**config.mk**
```make
export PLATFORM = sky130hd
export DESIGN_NAME = stdf_div
export DESIGN_NICKNAME = d
export VERILOG_FILES = /design/src/rtl/core/stdf_div.sv
export SDC_FILE = /design/constraint.sdc
export NUM_CORES = 1
export LEC_CHECK = 0
export BUFFER_PORTS_ARGS = -buffer_cell sky130_fd_sc_hd__buf_2
export CAP_MARGIN = 0
export CORE_AREA = 3 3 90 92
export CTS_CLUSTER_DIAMETER = 30
export DETAILED_ROUTE_END_ITERATION = 8
export DIE_AREA = 0 0 93 95
export GPL_TIMING_DRIVEN = 0
export HOLD_SLACK_MARGIN = 0.02
export PLACE_DENSITY = 0.78
export SYNTH_ARGS = -nofsm -noshare
export SYNTH_HDL_FRONTEND = slang
export SYNTH_SLANG_ARGS = --single-unit
```
**constraint.sdc**
```tcl
create_clock -name clk -period 3.4 [get_ports clk]
set_input_delay 0 -clock clk [delete_from_list [all_inputs] [get_ports clk]]
set_output_delay 0 -clock clk [all_outputs]
set_load 0.01 [all_outputs]
```
**src/rtl/core/stdf_div.sv**
```systemverilog
// ----------------------------------------------------------------------------
// stdf_div
// restoring divider, one quotient bit per cycle
// ----------------------------------------------------------------------------
module stdf_div #(
  parameter int NW = 32,
  parameter int DW = 17
) (
  input  logic          clk,
  input  logic          rst_n,
  input  logic          start,
  input  logic [NW-1:0] num,
  input  logic [DW-1:0] den,
  output logic          done,
  output logic [NW-1:0] quo,
  output logic [DW-1:0] rem
);

  localparam int KW = $clog2(NW + 1);

  logic [NW-1:0] q_r, q_nxt;
  logic [DW-1:0] r_r, r_nxt;
  logic [DW-1:0] d_r, d_nxt;
  logic [KW-1:0] k_r, k_nxt;
  logic          busy_r, busy_nxt;
  logic          done_r, done_nxt;
  logic [DW:0]   trial;

  always_comb begin
    trial    = {r_r, q_r[NW-1]};
    q_nxt    = q_r;
    r_nxt    = r_r;
    d_nxt    = d_r;
    k_nxt    = k_r;
    busy_nxt = busy_r;
    done_nxt = 1'b0;
    if (start) begin
      q_nxt    = num;
      r_nxt    = '0;
      d_nxt    = den;
      k_nxt    = '0;
      busy_nxt = 1'b1;
    end else if (busy_r) begin
      if (trial >= {1'b0, d_r}) begin
        r_nxt = DW'(trial - {1'b0, d_r});
        q_nxt = {q_r[NW-2:0], 1'b1};
      end else begin
        r_nxt = trial[DW-1:0];
        q_nxt = {q_r[NW-2:0], 1'b0};
      end
      k_nxt = k_r + 1'b1;
      if (k_r == KW'(NW - 1)) begin
        busy_nxt = 1'b0;
        done_nxt = 1'b1;
      end
    end
  end

  always_ff @(posedge clk) begin
    if (!rst_n) begin
      busy_r <= 1'b0;
      done_r <= 1'b0;
      k_r    <= '0;
    end else begin
      busy_r <= busy_nxt;
      done_r <= done_nxt;
      k_r    <= k_nxt;
    end
    q_r <= q_nxt;
    r_r <= r_nxt;
    d_r <= d_nxt;
  end

  assign done = done_r;
  assign quo  = q_r;
  assign rem  = r_r;

endmodule

```
==> Implementation_results.wiki, run 1 <==
{| class="wikitable"
! Metric !! Value
|-
| Pin slew with the least headroom to its limit || 1260 ps
|-
| Largest net degree at the start of global routing || 34
|-
| R2R depth || 10
|-
| Source of the worst hold timing path || start
|-
| Std cell rows || 31
|-
| Starting Density || 53.1%
|-
| Clock Sinks || 74
|-
| Clock Latency Late Sink || between 300 and 400 ps
|-
| Share of flip-flops with an asynchronous set or reset || 0%
|-
| Final Routed Wirelength || 10200 um
|-
| Clock H-tree levels || 3
|-
| Via-to-Cell Ratio || about 5.5
|-
| Setup repair after global routing missed its margin || false
|-
| Post-route fraction of the period consumed by the critical path || around nine tenths
|-
| Worst r2r dst || quo[0]
|-
| Netlist cell types || 56
|-
| HP Class || in -> reg
|-
| R2r setup slk || 380 ps
|-
| Number of DRC markers after the initial detailed-route iteration || 180
|-
| Half-perimeter wire length after placement || about 6600 um
|-
| Worst slew margin relative to its limit || 15.9%
|-
| GP Congestion || about 0.92
|-
| Buffer levels on the longest clock path || 2
|-
| Port Buf Inserts || a little over 100
|-
| Worst Setup Slack post-DPL || approximately 370 ps
|-
| Clock-pin transition on the worst setup and hold timing paths || ~80 ps
|-
| Pre-Repair DR Iteration Count || 5
|-
| Height of the die || 95 um
|-
| DR WL met3 || 923 um
|-
| Arrival @ worst endpoint || 3120 ps
|-
| Inserted Clock Buffers || 9
|-
| Buffer type at the clock tree root || sky130_fd_sc_hd__clkbuf_8
|-
| EDFF count, synth || between 40 and 50
|-
| Power consumption || approximately 2.3 mW
|-
| Total inserted antenna cells || 0
|-
| Launch instance of the worst register-to-register path || quo[31]
|-
| Gr usage total || between 20% and 30%
|-
| Cells taking the most area after synthesis || sky130_fd_sc_hd__edfxtp_1 38%, sky130_fd_sc_hd__dfxtp_1 13%, sky130_fd_sc_hd__mux2_2 9.6%
|-
| Total Neg Setup Slack || 0 ps
|-
| Worst Hold Path Cells || 1
|-
| Area growth from synthesis to layout || 35.1%
|-
| Seq/Total Area, Yosys || just over 50%
|-
| Worst-path maximum fanout || 10
|-
| Total power density per cell area || ~440 mW/mm^2
|-
| Leakage component of the power || roughly 2.2 nW
|-
| Number of instances in the synthesized netlist || between 300 and 400
|-
| Layout Nets || 571
|-
| Syn Std Cell Area || between 0.003 and 0.004 sq mm
|-
| Final Worst Setup Slack || 378 ps
|-
| Number of non-filler instances in the completed layout || approximately 600
|-
| Post-DR wirelength/cell || between 15 and 20 um
|-
| Placed cell count || ~540
|-
| Peak VDD IR || around 0.30 mV
|-
| Antenna violations before repair || 0
|-
| Met2 wirelength from detailed routing || roughly 4900 um
|-
| Peak clock frequency supported by timing || between 300 and 400 MHz
|-
| Core area || around 0.0073 sq mm
|-
| Outcome || finished, final reports clean
|-
| Critical path start-end classification || reg -> reg
|-
| CTS tree || built
|-
| Number of failing setup endpoints in the final timing report || 0
|-
| Horizontal extent of the die || 93 um
|-
| Commonest cells post-synth || 49 x sky130_fd_sc_hd__edfxtp_1, 33 x sky130_fd_sc_hd__mux2_2, 25 x sky130_fd_sc_hd__dfxtp_1, 25 x sky130_fd_sc_hd__nand2_1, 23 x sky130_fd_sc_hd__nor2_1
|-
| Dominant register cell in the synthesized netlist || sky130_fd_sc_hd__edfxtp_1
|-
| Warning count from the yosys run || 0
|-
| Post-synthesis sequential element count || 74
|-
| Worst endpoint required time || approximately 3500 ps
|-
| Crit. End Element || flop
|-
| Min cycle time layout || ~3000 ps
|-
| Area share of the leading cell type in the synthesized netlist || 38.0%
|-
| Wire length of the first global-routing pass || approximately 16000 um
|-
| Residual overflow from global routing || 0
|-
| Top metal layer carrying routed signals || met4
|-
| Number of max-cap violations || 0
|-
| Type of origin of the critical path || flop
|-
| Core utilization of the finished layout || 71.8%
|-
| Layout cells sized above 1 || 32.5%
|-
| Count of pins over their slew limit || 0
|-
| Number of hold violations in the final report || 0
|-
| Total routed wire length on the met1 layer || ~4100 um
|-
| Most area-hungry cell type in the Yosys netlist || sky130_fd_sc_hd__edfxtp_1
|-
| Most instantiated library cell after synthesis || sky130_fd_sc_hd__edfxtp_1
|-
| Vias after detailed routing || 3321
|-
| Worst hold endpoint || d_r[16]
|-
| Final clock skew || ~6 ps
|-
| Count of unresolved DRC violations after routing || 0
|-
| Per-instance average area after synthesis || about 11 sq um
|-
| Net count after synthesis || 409
|-
| Number of placed I/O pins || between 100 and 150
|-
| ANT nets after route || 0
|-
| Die Outline Area || just under 0.009 sq mm
|-
| Vias in the first global route || around 3300
|}
[what timing repair did]
| action | 4_1_cts | 5_1_grt |
|---|---|---|
| setup buffers | 0 | 0 |
| gates resized for setup | 0 | 0 |
| hold endpoints to repair | 50 | 0 |
| hold buffers | 50 | 0 |
[power by group]
group / leakage [nW] / internal (mW) / switching [mW] / total (mW)
Combinational: 1.43 / 0.217 / 0.236 / 0.453
Clock: 0.117 / 0.454 / 0.331 / 0.785
Sequential: 0.692 / 1.04 / 0.0402 / 1.08
[cells by family (layout without fill, tap and decap cells)]
| logic type | after synthesis | in the layout | synth area share, % |
|---|---|---|---|
| XOR/XNOR | 14 | 14 | 3.17 |
| flip-flops | 74 | 74 | 50.9 |
| multiplexers | 35 | 35 | 10.1 |
| buffers and inverters | 34 | 201 | 3.75 |
| AO/OA/AOI/OAI | 78 | 78 | 15.0 |
| AND/OR/NAND/NOR | 84 | 84 | 10.7 |
| adder cells (fa/ha/maj) | 19 | 19 | 6.33 |
[sequential cells by signal (all words and copies together), names as in the netlist]
signal  cells
d_r        17
done        1
busy_r      1
rem        17
k_r         6
quo        32
[routing by layer]
metal	global-route usage (%)	vias up
met5	0	-
met4	9.04	0
met3	7.33	21
met2	39.4	161
met1	29.6	1554
li1	-	1585
[worst max-delay path, stage by stage, from the launching register on]
cell                       delay [ps]
sky130_fd_sc_hd__edfxtp_1         410
sky130_fd_sc_hd__inv_1             80
sky130_fd_sc_hd__ha_1             150
sky130_fd_sc_hd__inv_1             50
sky130_fd_sc_hd__fa_1             390
sky130_fd_sc_hd__a21o_1           240
sky130_fd_sc_hd__a221oi_4         390
sky130_fd_sc_hd__o21ai_4          130
sky130_fd_sc_hd__a211o_2          410
sky130_fd_sc_hd__buf_2            240
sky130_fd_sc_hd__mux2_2           290
[worst max-delay path by stage]
stage,startpoint,end,cells past startpoint,slack (ps)
after global routing,quo[31],rem[3],11,200
after detailed placement,quo[31],quo[0],10,370
after global placement,quo[31],quo[0],10,380
after CTS,quo[31],quo[0],10,370
final,quo[31],quo[0],10,380
after floorplan,quo[31],quo[0],10,590
[metrics by stage]
step / hold WS, ps / area (sq um)
floorplan: 98.9 / 3870
global placement: 178 / 4500
detailed placement: 178 / 4500
CTS: 126 / 5230
global route: 140 / 5230
finish: 138 / 5230
[cell type report]
class | instances | area (sq um)
Clock buffer | 12 | 155
Inverter | 21 | 78.8
Timing Repair Buffer | 151 | 1010
Multi-Input combinational cell | 230 | 1760
Buffer | 13 | 66.3
Sequential cell | 74 | 1970
Fill cell | 525 | 2060
Tap cell | 99 | 124
Clock inverter | 4 | 73.8
[placed cells by master, fill, tap and decap left out, types with 3 or more instances in the layout]
cell                              n
sky130_fd_sc_hd__mux2_2          33
sky130_fd_sc_hd__a311oi_1         6
sky130_fd_sc_hd__o21ai_0         15
sky130_fd_sc_hd__nor2_1          23
sky130_fd_sc_hd__nand2_1         25
sky130_fd_sc_hd__a32oi_1          6
sky130_fd_sc_hd__dfxtp_1         25
sky130_fd_sc_hd__nand4_1          6
sky130_fd_sc_hd__nand3_1          4
sky130_fd_sc_hd__xnor2_1          6
sky130_fd_sc_hd__buf_2          103
sky130_fd_sc_hd__ha_1            18
sky130_fd_sc_hd__edfxtp_1        49
sky130_fd_sc_hd__nor2b_1          3
sky130_fd_sc_hd__o21bai_1         3
sky130_fd_sc_hd__xor2_1           8
sky130_fd_sc_hd__nor3_1           4
sky130_fd_sc_hd__clkbuf_8        11
sky130_fd_sc_hd__a21o_1           5
sky130_fd_sc_hd__nand2b_1         6
sky130_fd_sc_hd__a21oi_1         13
sky130_fd_sc_hd__dlygate4sd3_1   50
sky130_fd_sc_hd__o21a_1          10
sky130_fd_sc_hd__clkbuf_1         8
sky130_fd_sc_hd__inv_1           21
Note: power is estimated with default switching activity, not from simulation.
==> run 2, diff against run 1 <==
- CORE_AREA: 3 3 90 92 -> 3 3 93 95
- CTS_BUF_LIST: unset -> sky130_fd_sc_hd__clkbuf_8
- DIE_AREA: 0 0 93 95 -> 0 0 96 98
- PLACE_DENSITY: 0.78 -> 0.76
- clock period: 3.4 -> 2.6 ns (I/O delays scaled with it)
==> Implementation_results.wiki, run 2 (synthesis results as in run 1) <==
{| class="wikitable"
! Metric !! Value
|-
| Outcome || finished with violations
|-
| Violated checks || setup timing
|-
| Net switching power of the design || a little under 900 uW
|-
| Fillers || between 500 and 600
|-
| Gate power share || roughly a fifth
|-
| Fraction of power consumed by the clock network || a little under a third
|-
| Core utilization of the finished layout || just under 70%
|-
| Min cycle time layout || 2730 ps
|-
| Height of the die || 98 um
|-
| Via-to-Cell Ratio || 5.56
|-
| CTS tree || built
|-
| Layout Nets || slightly below 600
|-
| GP Congestion || around 0.9
|-
| Crit. End Element || flop
|-
| Pre-Repair DR Iteration Count || 5
|-
| Slowest stage delay, CP || approximately 400 ps
|-
| Die Outline Area || between 0.009 and 0.01 sq mm
|-
| Clock-pin transition on the worst setup and hold timing paths || 90 ps
|-
| Storage element area || between 0.0015 and 0.002 sq mm
|-
| Layout cells sized above 1 || a little over a third
|-
| Horizontal extent of the die || 96 um
|-
| HP Class || in -> reg
|-
| Count of unresolved DRC violations after routing || 0
|-
| Leakage component of the power || approximately 2.3 nW
|-
| Most frequent cells in the layout || 102 x sky130_fd_sc_hd__buf_2, 50 x sky130_fd_sc_hd__dlygate4sd3_1, 49 x sky130_fd_sc_hd__edfxtp_1, 33 x sky130_fd_sc_hd__mux2_2, 25 x sky130_fd_sc_hd__dfxtp_1
|-
| Inserted Clock Buffers || 9
|-
| Total inserted antenna cells || 0
|-
| Internal power || roughly 2.1 mW
|-
| Number of max-cap violations || 0
|-
| Number of DRC markers after the initial detailed-route iteration || between 300 and 400
|-
| Number of failing setup endpoints in the final timing report || 17
|-
| Clock H-tree levels || 3
|-
| R2R depth || 12
|-
| Setup repair after global routing missed its margin || true
|-
| Switching part of the total power || between 20% and 30%
|-
| Critical path start-end classification || reg -> reg
|-
| Worst endpoint required time || between 2000 and 3000 ps
|-
| Worst r2r dst || rem[0]
|-
| Number of non-filler instances in the completed layout || a little over 600
|-
| Residual overflow from global routing || 0
|-
| Placed cell count || approximately 540
|-
| Port Buf Inserts || 101
|-
| Multi-input gate area in the final layout || 0.00180 sq mm
|-
| Vias after detailed routing || ~3500
|-
| Post-route fraction of the period consumed by the critical path || 105%
|-
| R2r setup slk || -130 ps
|-
| Worst-path maximum fanout || 5
|-
| Starting Density || roughly half
|-
| Peak clock frequency supported by timing || roughly 370 MHz
|-
| Pin slew with the least headroom to its limit || 718 ps
|-
| Most frequent standard cell in the layout excluding fill and tap cells || sky130_fd_sc_hd__buf_2
|-
| Final clock skew || ~14 ps
|-
| CP cell instances || inv_1 -> ha_2 -> inv_2 -> fa_2 -> a21o_1 -> a221oi_4 -> o21ai_4 -> buf_6 -> a211oi_4 -> buf_6 -> nand2_1 -> a311oi_1
|-
| Area growth from synthesis to layout || 39.7%
|-
| Half-perimeter wire length after placement || between 6000 and 7000 um
|-
| Core area || between 0.007 and 0.008 sq mm
|-
| Gr usage total || about a quarter
|-
| Count of pins over their slew limit || 0
|-
| Final Routed Wirelength || about 11000 um
|-
| Clock Latency Late Sink || about 360 ps
|-
| Type of origin of the critical path || flop
|-
| Startpoint of the most critical setup path || quo[31]
|-
| Post-DR wirelength/cell || between 15 and 20 um
|-
| Crit path top cell by count || sky130_fd_sc_hd__buf_6
|-
| Number of hold violations in the final report || 0
|-
| Total power density per cell area || 554 mW/mm^2
|-
| ANT nets after route || 0
|-
| Largest net degree at the start of global routing || 34
|-
| Setup crit end || rem[0]
|-
| Wire length of the first global-routing pass || 17400 um
|-
| Launch instance of the worst register-to-register path || quo[31]
|-
| Buffer type at the clock tree root || sky130_fd_sc_hd__clkbuf_8
|-
| Clock Sinks || between 70 and 80
|-
| Seq pwr share || 47.2%
|-
| Number of placed I/O pins || between 100 and 150
|-
| Std cell rows || 32
|-
| Peak VDD IR || roughly 0.34 mV
|-
| Buffer levels on the longest clock path || 2
|-
| Critical path's slowest cell || sky130_fd_sc_hd__edfxtp_1
|-
| Final Worst Setup Slack || -129 ps
|-
| Arrival @ worst endpoint || around 3000 ps
|-
| Vias in the first global route || around 3500
|-
| Antenna violations before repair || 0
|-
| Worst slew margin relative to its limit || between 50% and 60%
|-
| Max FFs per register || 32
|}
==> run 2: power by group through the flow <==
stage               combinational [mW]  sequential (mW)  clock [mW]
finish                           0.639             1.41       0.943
global placement                 0.511             1.44           0
global route                     0.696             1.43       0.984
detailed placement               0.524             1.44           0
floorplan                        0.314             1.46           0
CTS                              0.603             1.42       0.943
==> run 2: layout make-up <==
cell class	instances	share of cell area (%)
buffer	13	1.41
multi-input combinational	230	33.2
tap	102	2.36
clock buffer	9	2.29
clock inverter	7	1.41
inverter	21	1.46
timing repair buffer	165	21.4
sequential	74	36.4
==> run 2: worst min path at each step <==
stage / slack (ps) / endpoint / start / cells after the start
6_report: 120 / d_r[16] / start / 1
5_1_grt: 140 / d_r[7] / start / 1
3_3_place_gp: 180 / d_r[15] / den[15] / 1
3_5_place_dp: 180 / d_r[13] / den[13] / 1
4_1_cts: 150 / d_r[4] / start / 1
2_1_floorplan: 100 / d_r[0] / den[0] / 0
==> run 2: repair_timing <==
item                                   CTS  global route
hold buffers                            50             0
endpoints found under the hold margin   50             0
buffers inserted                         9             4
gates resized for setup                  9            12
setup endpoints to repair               17            18
pin swaps                                8             7
==> run 2: worst max-delay path: cells and delay by family, from the launching register on <==
family | cells | cell delay, ps
AOI/OAI and AO/OA | 5 | 1230
buffers and inverters | 4 | 430
and+or+nand+nor | 1 | 50
adders and majority gates | 2 | 530
DFF | 1 | 400
==> run 2: metal layers <==
| layer | up-vias | track usage (%) | wire, um |
|---|---|---|---|
| met1 | 1622 | 28.9 | 4250 |
| li1 | 1612 | - | - |
| met4 | 0 | 9.41 | 291 |
| met2 | 189 | 41.2 | 5500 |
| met3 | 29 | 5.47 | 901 |
| met5 | - | 0 | 0 |
==> run 2: stage by stage <==
| stage | setup WS, ps | hold WS [ps] | instance area [sq um] | setup TNS, ps | total power [mW] |
|---|---|---|---|---|---|
| floorplan | -80.8 | 98.9 | 3890 | -80.8 | 1.77 |
| global placement | -250 | 177 | 4520 | -2490 | 1.95 |
| detailed placement | -297 | 179 | 4520 | -2980 | 1.96 |
| CTS | -67.9 | 148 | 5330 | -423 | 2.96 |
| global route | -252 | 136 | 5410 | -3550 | 3.11 |
| finish | -129 | 124 | 5410 | -1400 | 3.00 |
